$ cat src/hdl/tcw_pkg.sv
// shared types and constants of the text console writer
package tcw_pkg;

    localparam int MODE_W  = 3;
    localparam int CHAR_W  = 8;
    localparam int COLOR_W = 8;
    localparam int COUNT_W = 8;
    localparam int CIDX_W  = 11;
    localparam int POS_W   = 11;
    localparam int ROW_W   = 5;
    localparam int COL_W   = 7;
    localparam int CELL_W  = 16;

    typedef logic [MODE_W-1:0] t_mode;

    localparam t_mode MODE_PUT   = 3'd0;
    localparam t_mode MODE_NL    = 3'd1;
    localparam t_mode MODE_ERASE = 3'd2;
    localparam t_mode MODE_COLOR = 3'd3;
    localparam t_mode MODE_CLEAR = 3'd4;
    localparam t_mode MODE_READ  = 3'd5;

    localparam logic [CHAR_W-1:0]  CH_SPACE    = 8'h20;
    localparam logic [CHAR_W-1:0]  CH_NUL      = 8'h00;
    localparam logic [COLOR_W-1:0] COLOR_RESET = 8'h07;

    typedef struct packed {
        logic [POS_W-1:0]  cursor_pos;
        logic [ROW_W-1:0]  stored_row;
        logic [COL_W-1:0]  cursor_col;
        logic [CELL_W-1:0] cell_data;
    } t_res;

endpackage

$ cat src/hdl/tcw_if.sv
// command and result channel interfaces of the text console writer
interface tcw_cmd_if;
    import tcw_pkg::*;

    logic                 valid;
    logic                 ready;
    t_mode                mode;
    logic [CHAR_W-1:0]    char_code;
    logic [COLOR_W-1:0]   color;
    logic [COUNT_W-1:0]   erase_count;
    logic [CIDX_W-1:0]    cell_index;

    modport source (output valid, mode, char_code, color, erase_count, cell_index,
                    input ready);
    modport sink   (input valid, mode, char_code, color, erase_count, cell_index,
                    output ready);
endinterface


$ cat src/hdl/tcw_cmd_seq.sv
// command sequencer: cursor, color and read-modify-write walks over the frame store
module tcw_cmd_seq #(
    parameter int SCREEN_WIDTH  = 80,
    parameter int SCREEN_HEIGHT = 25,
    parameter int AW            = $clog2(SCREEN_WIDTH * SCREEN_HEIGHT)
) (
    input  logic                       i_clk,
    input  logic                       i_rst_n,
    tcw_cmd_if.sink                    i_cmd,
    output logic                       o_we,
    output logic [AW-1:0]              o_waddr,
    output logic [tcw_pkg::CELL_W-1:0] o_wdata,
    output logic                       o_re,
    output logic [AW-1:0]              o_raddr,
    input  logic [tcw_pkg::CELL_W-1:0] i_rdata,
    output logic                       o_res_valid,
    output tcw_pkg::t_res              o_res,
    input  logic                       i_res_free
);
    import tcw_pkg::*;

    localparam int CELLS = SCREEN_WIDTH * SCREEN_HEIGHT;
    localparam int RW    = $clog2(SCREEN_HEIGHT + 1);
    localparam int CW    = $clog2(SCREEN_WIDTH);
    localparam int PW    = $clog2(CELLS + 1);

    localparam logic [PW-1:0] W_P        = PW'(SCREEN_WIDTH);
    localparam logic [PW-1:0] CELLS_P    = PW'(CELLS);
    localparam logic [PW-1:0] CLAST_P    = PW'(CELLS - 1);
    localparam logic [PW-1:0] LAST_ROW_P = PW'(CELLS - SCREEN_WIDTH);
    localparam logic [RW-1:0] H_R        = RW'(SCREEN_HEIGHT);
    localparam logic [RW-1:0] HM1_R      = RW'(SCREEN_HEIGHT - 1);
    localparam logic [CW-1:0] WM1_C      = CW'(SCREEN_WIDTH - 1);

    typedef enum logic [7:0] {
        S_IDLE   = 8'b0000_0001,
        S_SCROLL = 8'b0000_0010,
        S_FILL   = 8'b0000_0100,
        S_PUT    = 8'b0000_1000,
        S_ERASE  = 8'b0001_0000,
        S_SCAN   = 8'b0010_0000,
        S_READ   = 8'b0100_0000,
        S_DONE   = 8'b1000_0000
    } t_state;

    t_state               r_state, n_state;
    logic [RW-1:0]        r_row, n_row;
    logic [CW-1:0]        r_col, n_col;
    logic [COLOR_W-1:0]   r_color, n_color;
    logic [COUNT_W-1:0]   r_cnt, n_cnt;
    logic [PW-1:0]        r_ptr, n_ptr;
    logic [AW-1:0]        r_wptr, n_wptr;
    logic                 r_rd_ok, n_rd_ok;
    logic [CHAR_W-1:0]    r_char, n_char;
    logic [CHAR_W-1:0]    r_fill_char, n_fill_char;
    logic                 r_put, n_put;
    logic                 r_hit, n_hit;
    logic [CELL_W-1:0]    r_data, n_data;

    logic [PW-1:0]        cur_idx;
    logic [RW-1:0]        sb_row;
    logic [CW-1:0]        sb_col;
    logic [PW-1:0]        sb_idx;
    logic [RW-1:0]        vis_row;
    logic [PW-1:0]        vis_idx;
    logic [RW-1:0]        adv_row;
    logic [CW-1:0]        adv_col;

    assign cur_idx = PW'(r_row) * W_P + PW'(r_col);

    // one cell back, staying put at the origin
    always_comb begin
        sb_row = r_row;
        sb_col = r_col;
        if (r_col != '0) begin
            sb_col = r_col - CW'(1);
        end else if (r_row != '0) begin
            sb_row = r_row - RW'(1);
            sb_col = WM1_C;
        end
    end

    assign sb_idx = PW'(sb_row) * W_P + PW'(sb_col);

    // cursor after a put
    always_comb begin
        adv_row = r_row;
        adv_col = r_col + CW'(1);
        if (r_col == WM1_C) begin
            adv_col = '0;
            adv_row = r_row + RW'(1);
        end
    end

    assign vis_row = (r_row >= H_R) ? HM1_R : r_row;
    assign vis_idx = PW'(vis_row) * W_P + PW'(r_col);

    always_comb begin
        n_state     = r_state;
        n_row       = r_row;
        n_col       = r_col;
        n_color     = r_color;
        n_cnt       = r_cnt;
        n_ptr       = r_ptr;
        n_wptr      = r_wptr;
        n_rd_ok     = r_rd_ok;
        n_char      = r_char;
        n_fill_char = r_fill_char;
        n_put       = r_put;
        n_hit       = r_hit;
        n_data      = r_data;
        o_we        = 1'b0;
        o_waddr     = cur_idx[AW-1:0];
        o_wdata     = {r_color, r_char};
        o_re        = 1'b0;
        o_raddr     = r_ptr[AW-1:0];
        o_res_valid = 1'b0;
        i_cmd.ready = 1'b0;

        case (r_state)
            S_IDLE: begin
                i_cmd.ready = 1'b1;
                if (i_cmd.valid) begin
                    n_data = '0;
                    n_char = i_cmd.char_code;
                    n_state = S_DONE;
                    case (i_cmd.mode)
                        MODE_PUT: begin
                            if (r_row >= H_R) begin
                                n_row       = HM1_R;
                                n_ptr       = W_P;
                                n_rd_ok     = 1'b0;
                                n_put       = 1'b1;
                                n_fill_char = CH_SPACE;
                                n_state     = S_SCROLL;
                            end else begin
                                o_we    = 1'b1;
                                o_wdata = {r_color, i_cmd.char_code};
                                n_row   = adv_row;
                                n_col   = adv_col;
                            end
                        end
                        MODE_NL: begin
                            n_col = '0;
                            if (r_row >= HM1_R) begin
                                n_ptr       = W_P;
                                n_rd_ok     = 1'b0;
                                n_put       = 1'b0;
                                n_fill_char = CH_SPACE;
                                n_state     = S_SCROLL;
                            end else begin
                                n_row = r_row + RW'(1);
                            end
                        end
                        MODE_ERASE: begin
                            n_cnt = i_cmd.erase_count;
                            if (i_cmd.erase_count != '0) begin
                                n_state = S_ERASE;
                            end
                        end
                        MODE_COLOR: begin
                            n_color = i_cmd.color;
                        end
                        MODE_CLEAR: begin
                            n_color     = i_cmd.color;
                            n_row       = '0;
                            n_col       = '0;
                            n_ptr       = '0;
                            n_put       = 1'b0;
                            n_fill_char = CH_NUL;
                            n_state     = S_FILL;
                        end
                        MODE_READ: begin
                            o_re    = 1'b1;
                            o_raddr = AW'(i_cmd.cell_index);
                            n_hit   = int'(i_cmd.cell_index) < CELLS;
                            n_state = S_READ;
                        end
                        default: begin
                            n_state = S_DONE;
                        end
                    endcase
                end
            end
            S_SCROLL: begin
                if (r_rd_ok) begin
                    o_we    = 1'b1;
                    o_waddr = r_wptr;
                    o_wdata = i_rdata;
                end
                if (r_ptr == CELLS_P) begin
                    n_ptr   = LAST_ROW_P;
                    n_rd_ok = 1'b0;
                    n_state = S_FILL;
                end else begin
                    o_re    = 1'b1;
                    o_raddr = r_ptr[AW-1:0];
                    n_wptr  = AW'(r_ptr - W_P);
                    n_ptr   = r_ptr + PW'(1);
                    n_rd_ok = 1'b1;
                end
            end
            S_FILL: begin
                o_we    = 1'b1;
                o_waddr = r_ptr[AW-1:0];
                o_wdata = {r_color, r_fill_char};
                if (r_ptr == CLAST_P) begin
                    n_state = r_put ? S_PUT : S_DONE;
                end else begin
                    n_ptr = r_ptr + PW'(1);
                end
            end
            S_PUT: begin
                o_we    = 1'b1;
                n_row   = adv_row;
                n_col   = adv_col;
                n_state = S_DONE;
            end
            S_ERASE: begin
                o_we    = 1'b1;
                o_waddr = sb_idx[AW-1:0];
                o_wdata = {r_color, CH_NUL};
                n_row   = sb_row;
                n_col   = sb_col;
                n_cnt   = r_cnt - COUNT_W'(1);
                if (sb_col != '0) begin
                    o_re    = 1'b1;
                    o_raddr = AW'(sb_idx - PW'(1));
                    n_state = S_SCAN;
                end else if (r_cnt == COUNT_W'(1)) begin
                    n_state = S_DONE;
                end
            end
            S_SCAN: begin
                // skip back over empty cells on the same row
                if (i_rdata[CHAR_W-1:0] == CH_NUL && r_col != CW'(1)) begin
                    n_col   = r_col - CW'(1);
                    o_re    = 1'b1;
                    o_raddr = AW'(cur_idx - PW'(2));
                end else begin
                    if (i_rdata[CHAR_W-1:0] == CH_NUL) begin
                        n_col = r_col - CW'(1);
                    end
                    n_state = (r_cnt == '0) ? S_DONE : S_ERASE;
                end
            end
            S_READ: begin
                n_data  = r_hit ? i_rdata : '0;
                n_state = S_DONE;
            end
            S_DONE: begin
                o_res_valid = 1'b1;
                if (i_res_free) begin
                    n_state = S_IDLE;
                end
            end
            default: begin
                n_state = S_IDLE;
            end
        endcase
    end

    assign o_res.cursor_pos = POS_W'(vis_idx);
    assign o_res.stored_row = ROW_W'(r_row);
    assign o_res.cursor_col = COL_W'(r_col);
    assign o_res.cell_data  = r_data;

    always_ff @(posedge i_clk) begin
        if (!i_rst_n) begin
            r_state <= S_IDLE;
            r_row   <= '0;
            r_col   <= '0;
            r_color <= COLOR_RESET;
        end else begin
            r_state <= n_state;
            r_row   <= n_row;
            r_col   <= n_col;
            r_color <= n_color;
        end
    end

    always_ff @(posedge i_clk) begin
        r_cnt       <= n_cnt;
        r_ptr       <= n_ptr;
        r_wptr      <= n_wptr;
        r_rd_ok     <= n_rd_ok;
        r_char      <= n_char;
        r_fill_char <= n_fill_char;
        r_put       <= n_put;
        r_hit       <= n_hit;
        r_data      <= n_data;
    end

endmodule

$ cat src/flat_wrapper.sv
// flat-port wrapper written by rule: the top's interface ports become plain ports
module tcw_cmd_seq_flat import tcw_pkg::*;
#(
    parameter int SCREEN_WIDTH  = 80,
    parameter int SCREEN_HEIGHT = 25,
    parameter int AW            = $clog2(SCREEN_WIDTH * SCREEN_HEIGHT)
)
  (i_clk, i_rst_n, o_we, o_waddr, o_wdata, o_re, o_raddr, i_rdata, o_res_valid, o_res, i_res_free, i_cmd_valid, i_cmd_mode, i_cmd_char_code, i_cmd_color, i_cmd_erase_count, i_cmd_cell_index, i_cmd_ready);
  tcw_cmd_if i_cmd_i ();
  input  logic i_clk;
  input  logic i_rst_n;
  output logic o_we;
  output logic [AW-1:0] o_waddr;
  output logic [tcw_pkg::CELL_W-1:0] o_wdata;
  output logic o_re;
  output logic [AW-1:0] o_raddr;
  input  logic [tcw_pkg::CELL_W-1:0] i_rdata;
  output logic o_res_valid;
  output tcw_pkg::t_res o_res;
  input  logic i_res_free;
  input wire logic [$bits(i_cmd_i.valid)-1:0] i_cmd_valid;
  input wire logic [$bits(i_cmd_i.mode)-1:0] i_cmd_mode;
  input wire logic [$bits(i_cmd_i.char_code)-1:0] i_cmd_char_code;
  input wire logic [$bits(i_cmd_i.color)-1:0] i_cmd_color;
  input wire logic [$bits(i_cmd_i.erase_count)-1:0] i_cmd_erase_count;
  input wire logic [$bits(i_cmd_i.cell_index)-1:0] i_cmd_cell_index;
  output wire logic [$bits(i_cmd_i.ready)-1:0] i_cmd_ready;
  assign i_cmd_i.valid = i_cmd_valid;
  assign i_cmd_i.mode = i_cmd_mode;
  assign i_cmd_i.char_code = i_cmd_char_code;
  assign i_cmd_i.color = i_cmd_color;
  assign i_cmd_i.erase_count = i_cmd_erase_count;
  assign i_cmd_i.cell_index = i_cmd_cell_index;
  assign i_cmd_ready = i_cmd_i.ready;
  tcw_cmd_seq #(.SCREEN_WIDTH(SCREEN_WIDTH), .SCREEN_HEIGHT(SCREEN_HEIGHT), .AW(AW)) u_core (.i_clk(i_clk), .i_rst_n(i_rst_n), .i_cmd(i_cmd_i), .o_we(o_we), .o_waddr(o_waddr), .o_wdata(o_wdata), .o_re(o_re), .o_raddr(o_raddr), .i_rdata(i_rdata), .o_res_valid(o_res_valid), .o_res(o_res), .i_res_free(i_res_free));
endmodule
$ cat config.mk
export PLATFORM = sky130hd
export DESIGN_NAME = tcw_cmd_seq_flat
export DESIGN_NICKNAME = d
export VERILOG_FILES = /design/src/hdl/tcw_pkg.sv /design/src/hdl/tcw_if.sv /design/src/hdl/tcw_cmd_seq.sv /design/src/flat_wrapper.sv
export SDC_FILE = /design/constraint.sdc
export NUM_CORES = 1
export LEC_CHECK = 0
export ABC_AREA = 1
export ABC_CLOCK_PERIOD_IN_PS = 9550
export BUFFER_PORTS_ARGS = -buffer_cell sky130_fd_sc_hd__buf_2
export CORE_MARGIN = 8
export CORE_UTILIZATION = 30
export DETAILED_ROUTE_END_ITERATION = 8
export MAX_ROUTING_LAYER = met4
export PLACE_DENSITY = 0.6
export SLEW_MARGIN = 20
export SYNTH_ARGS = -nofsm -noshare
export SYNTH_HDL_FRONTEND = slang
export SYNTH_SLANG_ARGS = --single-unit
$ cat constraint.sdc
create_clock -name i_clk -period 9.55 [get_ports i_clk]
set_input_delay 0.4775 -clock i_clk [delete_from_list [all_inputs] [get_ports i_clk]]
set_output_delay 0.4775 -clock i_clk [all_outputs]
set_load 0.1 [all_outputs]
**Word level (Yosys, flattened, before mapping)**

Index checks and enable logic that the tools add are counted.

- Input bits: 58
- Register bits after elaboration: 93
- Output and inout port bits: 81

- Reduce and logical (&&, ||, !) cells: 31
- Add/subtract/negate cells: 12
- Order comparisons: 3
- Bitwise gates (word level): 1
- Mux-type cells: 80
- Equal/unequal tests: 36
- $mul: 3

Operator list:

| cell | count |
|---|---|
| $mux 8 | 19 |
| $pmux 11 s3 | 4 |
| $mux 11 | 10 |
| $pmux 16 s4 | 1 |
| $pmux 8 s7 | 1 |
| $mux 7 | 7 |
| $mux 16 | 3 |
| $pmux 8 s5 | 1 |
| $mux 5 | 7 |
| $add 11x7->11 | 3 |
| $pmux 16 s2 | 1 |
| $pmux 5 s3 | 2 |
| $pmux 7 s4 | 1 |
| $pmux 8 s3 | 1 |
| $eq 11x11->1 const B | 2 |
| $mul 5x3->7 const B | 3 |
| $eq 8x1->1 const B | 2 |
| $logic_not 8->1 | 2 |
| $pmux 8 s2 | 1 |
| $mux 1 | 15 |
| $reduce_and 5->1 | 3 |
| $pmux 7 s2 | 1 |
| $reduce_bool 7->1 | 2 |
| $ne 3x3->1 const B | 4 |
| other kinds (45) | 70 |

**Longest topological paths before layout**

- Depth in word-level cells: 8
- Depth in mapped cells: 26
- Mapped depth without buffers: 26

**Worst setup path before layout**

Ideal clock, no wire load.

- Kind: reg-to-output
- Start point: register u_core.r_col[1]
- End point: output o_waddr[10]
- Data required time: 9.073 ns
- Arrival time: 5.672 ns
- Buffers on the path: 0
- Stages on the path, launching flop included: 21
- Slack: 3.400 ns
- Cells stage by stage: dfxtp_1 > inv_1 > ha_1 > nand2_2 > nor2_8 > nand2_4 > nor2_1 > xor2_1 > nand2_1 > inv_1 > ha_1 > inv_1 > fa_1 > inv_1 > nand3_1 > nand2_1 > nand2_1 > inv_1 > nand2_1 > nand2_1 > o21ai_0

- Word-level cells in the longest chain between the ends: 5

Ends and longest elaborated chain:

| item | line | text |
|---|---|---|
| from (decl) | tcw_cmd_seq.sv:48 | `logic [CW-1:0] r_col, n_col;` |
| from (signal assigned) | tcw_cmd_seq.sv:277 | `r_col <= n_col;` |
| $reduce_bool 7->1 | tcw_cmd_seq.sv:75 | `if (r_col != '0) begin` |
| $mux 5 | tcw_cmd_seq.sv:75 |  |
| $mul 5x3->7 | tcw_cmd_seq.sv:83 | `assign sb_idx = PW'(sb_row) * W_P + PW'(sb_col);` |
| $add 11x7->11 | tcw_cmd_seq.sv:83 |  |
| $pmux 11 s3 * | tcw_cmd_seq.sv:120 | `case (r_state)` |
| to (decl) | flat_wrapper.sv:13 | `output logic [AW-1:0] o_waddr;` |

Every way passes the cells marked *; elsewhere a longest branch is shown, timed or not.

**Final worst setup path**

- Start point: register u_core.r_col[1]
- End point: output o_raddr[10]

- Word-level cells in the longest chain between the ends: 7

Ends and longest elaborated chain:

| item | line | text |
|---|---|---|
| $reduce_bool 7->1 | tcw_cmd_seq.sv:75 |  |
| $mux 5 | tcw_cmd_seq.sv:75 |  |
| $mul 5x3->7 | tcw_cmd_seq.sv:83 |  |
| $add 11x7->11 | tcw_cmd_seq.sv:83 |  |
| $sub 11x1->11 | tcw_cmd_seq.sv:228 | `o_raddr = AW'(sb_idx - PW'(1));` |
| $mux 11 | tcw_cmd_seq.sv:226 | `if (sb_col != '0) begin` |
| $pmux 11 s3 * | tcw_cmd_seq.sv:120 |  |
| to (decl) | flat_wrapper.sv:16 | `output logic [AW-1:0] o_raddr;` |

Marks and branches as above.

==> flow_summary.yaml <==
synthesis:
  syn_area_mm2: 0.00802
  syn_inst: 1132
  synth_edf_count: 58
  synth_nets: 1242
  synth_top_cell_by_area: "edfxtp_1"
  synth.avg_cell_area_um2: 7.08
  synth_most_common_cell: "nand2_1"
  yosysUniqueCellTypes: 51
  synthArstFlopShare: 0
  ys_seq_area_frac: 0.287
  synthFlopType: "edfxtp_1"
  netlist_top_cells_count: "nand2_1, inv_1, nor2_1"
  yosysWarnings: 0
  synth_seq_cells: 86
  synth_top_cells_by_area: "edfxtp_1, nand2_1, ha_1"
  synth_top_area_frac: 0.217
critical_path:
  r2r_start: "u_core.r_col[0]"
  path_class: "reg -> out"
  critPathArrivalTime_ps: 4470
  reg2reg_slack_ps: 6600
  critPathLaunchType: "register"
  cp_max_fo: 9
  r2r_cells: 12
  cp-end-kind: "output pin"
  required_ps: 9070
  timing.rr.end: "u_core.r_state[7]"
grt:
  grt_pass1_wl_um: 43400
  grt.met2_usage: 0.258
  antenna_found_initial: 0
  grtUsageTotal: 0.172
  grt_pass1_vias: 7793
  grt_max_degree: 25
  grtUsageMet3: 0.0369
  top_usage_layer: "met2"
  grt-ovfl-total: 0
  use_met1: 0.227
sta:
  setup-tns-final_ps: 0
  slew_viol_final: 0
  fin_crit_sh: 0.518
  setup_ws_ps: 4610
  fmax_ghz: 0.202
  setup_viol: 0
  maxSlewHeadroom: 0.474
  hold_viol: 0
  fin_crit_ps: 4940
  grt_setup_unrepaired: "false"
  max_slew.worst_pin.slew_ps: 788
  fin_worst_skew_ps: 10.4
clocking:
  clk_latency_ps: 360
  htree_levels: 3
  cts_buffers: 9
  clock_path_buffers: 2
  clk_transition_reported_paths_ps: 70
  hold_buffers: 0
  post_cts_buffers: 0
  root_buffer: "clkbuf_16"
  cts-resized-gates: 0
  cts_tree: "done"
  cts_num_sinks: 86
placed_design:
  hpwl_um: 22000
  port_buffers: 138
  pre_cts_ws_ps: 5040
  gp_congestion: 0.961
floorplan:
  fp-row-count: 60
  initial_core_util: 0.302
  pin_count: 139
  die-area_mm2: 0.0322
  core_mm2: 0.0266
  die_y_um: 179
  die_x_um: 179
pwr:
  peakVddDrop_mv: 0.217
  p_leak_nw: 4.46
  finalPower_mw: 2.69
  p_per_area_mw_per_mm2: 293
min_path:
  whs_endpoint: "u_core.r_char[2]"
  hp-start: "i_cmd_char_code[2]"
  whs_path_depth: 1
  hp-class: "in -> reg"
finish:
  drive_gt1_frac: 0.195
  antenna_cells: 0
  nets: 1351
  area_growth_pct: 14.4
  final_util: 0.345
detailed_routing:
  wl_per_cell_um: 17.4
  vias_per_cell: 5.12
  dr.pass1.iters: 6
  ant_nets: 0
  via_count: 8122
  route.detailed.drc: 0
  drt-total-wl_um: 27700
  initialDrtViolationCount: 744
run:
  max_cap_viol_count: 0
outcome:
  outcome: "finished clean"
-- layout make-up --
type	instances	area (um^2)
timing repair buffer	138	691
tap	341	427
clock buffer	9	225
sequential	86	2300
fill	2869	17400
inverter	156	601
multi-input combinational	850	4850
clock inverter	7	77.6
-- metrics by stage --
stage	cell area (um^2)	cells	hold WS, ps
after floorplan	8020	1132	424
after global placement	8870	1571	435
after detailed placement	8870	1571	440
after CTS	9170	1587	293
after global routing	9170	1587	300
final	9170	1587	301
-- cells in the final DEF (no fill, tap or decap), types with 9 or more instances in the layout --
cell type	Yosys	layout
edfxtp_1	58	58
nand3_1	94	94
nand2_2	13	13
inv_2	12	12
nand2_1	274	274
nor2_2	11	11
o21ai_0	80	80
nor3_1	11	11
nor2_4	17	17
a21oi_1	52	52
o211ai_1	16	16
ha_1	46	46
dfxtp_1	28	28
nand4_1	15	15
nor2_1	100	100
inv_1	140	140
xor2_1	32	32
buf_2	9	138
o2111ai_1	9	9
clkbuf_16	0	9
-- registers in the layout, indices dropped and copies added (netlist names) --
name	count
u_core.r_fill_char	1
u_core.r_hit	1
u_core.r_ptr	11
u_core.r_data	16
u_core.r_color	8
u_core.r_rd_ok	1
u_core.r_char	8
u_core.r_cnt	8
u_core.r_row	5
u_core.r_put	1
u_core.r_wptr	11
u_core.r_col	7
u_core.r_state	8
-- power by group --
group	internal, mW	switching (mW)	leakage, nW	total [mW]
registers	0.448	0.0673	0.775	0.515
logic	0.402	1.39	3.54	1.79
clock network	0.207	0.172	0.152	0.378
-- metal layers --
metal  vias up  wire length, um
li1       3958                -
met1      3762            12800
met2       357            12200
met3        45             2130
met4         0              576
met5         -                0
-- cells by family (layout without fill, tap and decap cells) --
| family | after synthesis | after routing | share of synthesized area |
|---|---|---|---|
| AOI/OAI and AO/OA | 189 | 189 | 0.136 |
| and+or+nand+nor | 571 | 571 | 0.341 |
| DFF | 86 | 86 | 0.287 |
| xor gates and xnor gates | 38 | 38 | 0.0415 |
| adders and majority gates | 52 | 52 | 0.0868 |
| buffers and inverters | 196 | 310 | 0.108 |
-- worst max path at each step --
stage / start / end / slack, ps / cells after the start
5_1_grt: u_core.r_col[1] / o_raddr[10] / 4210 / 24
6_report: u_core.r_col[1] / o_raddr[10] / 4610 / 22
3_3_place_gp: u_core.r_col[0] / o_raddr[10] / 5160 / 25
4_1_cts: u_core.r_col[1] / o_raddr[10] / 4630 / 24
3_5_place_dp: u_core.r_col[1] / o_raddr[10] / 5040 / 24
2_1_floorplan: u_core.r_col[1] / o_waddr[10] / 3400 / 20
-- worst max-delay path, stage by stage, from the launching register on --
cell and delay, ps:
dfxtp_1 360, inv_1 280, ha_1 330, nand2_2 110, nor2_4 200, nand2_1 140
xor2_1 350, ha_1 230, ha_1 160, inv_1 60, fa_1 500, nor2_1 160
nand3b_1 110, nand2_1 70, nand2_1 40, nand2_1 120, inv_1 70, nor2_1 80
nand2_1 50, nand2_1 60, nand3_1 100, nand4_1 90, buf_2 430
(Power assumes the default switching activity.)
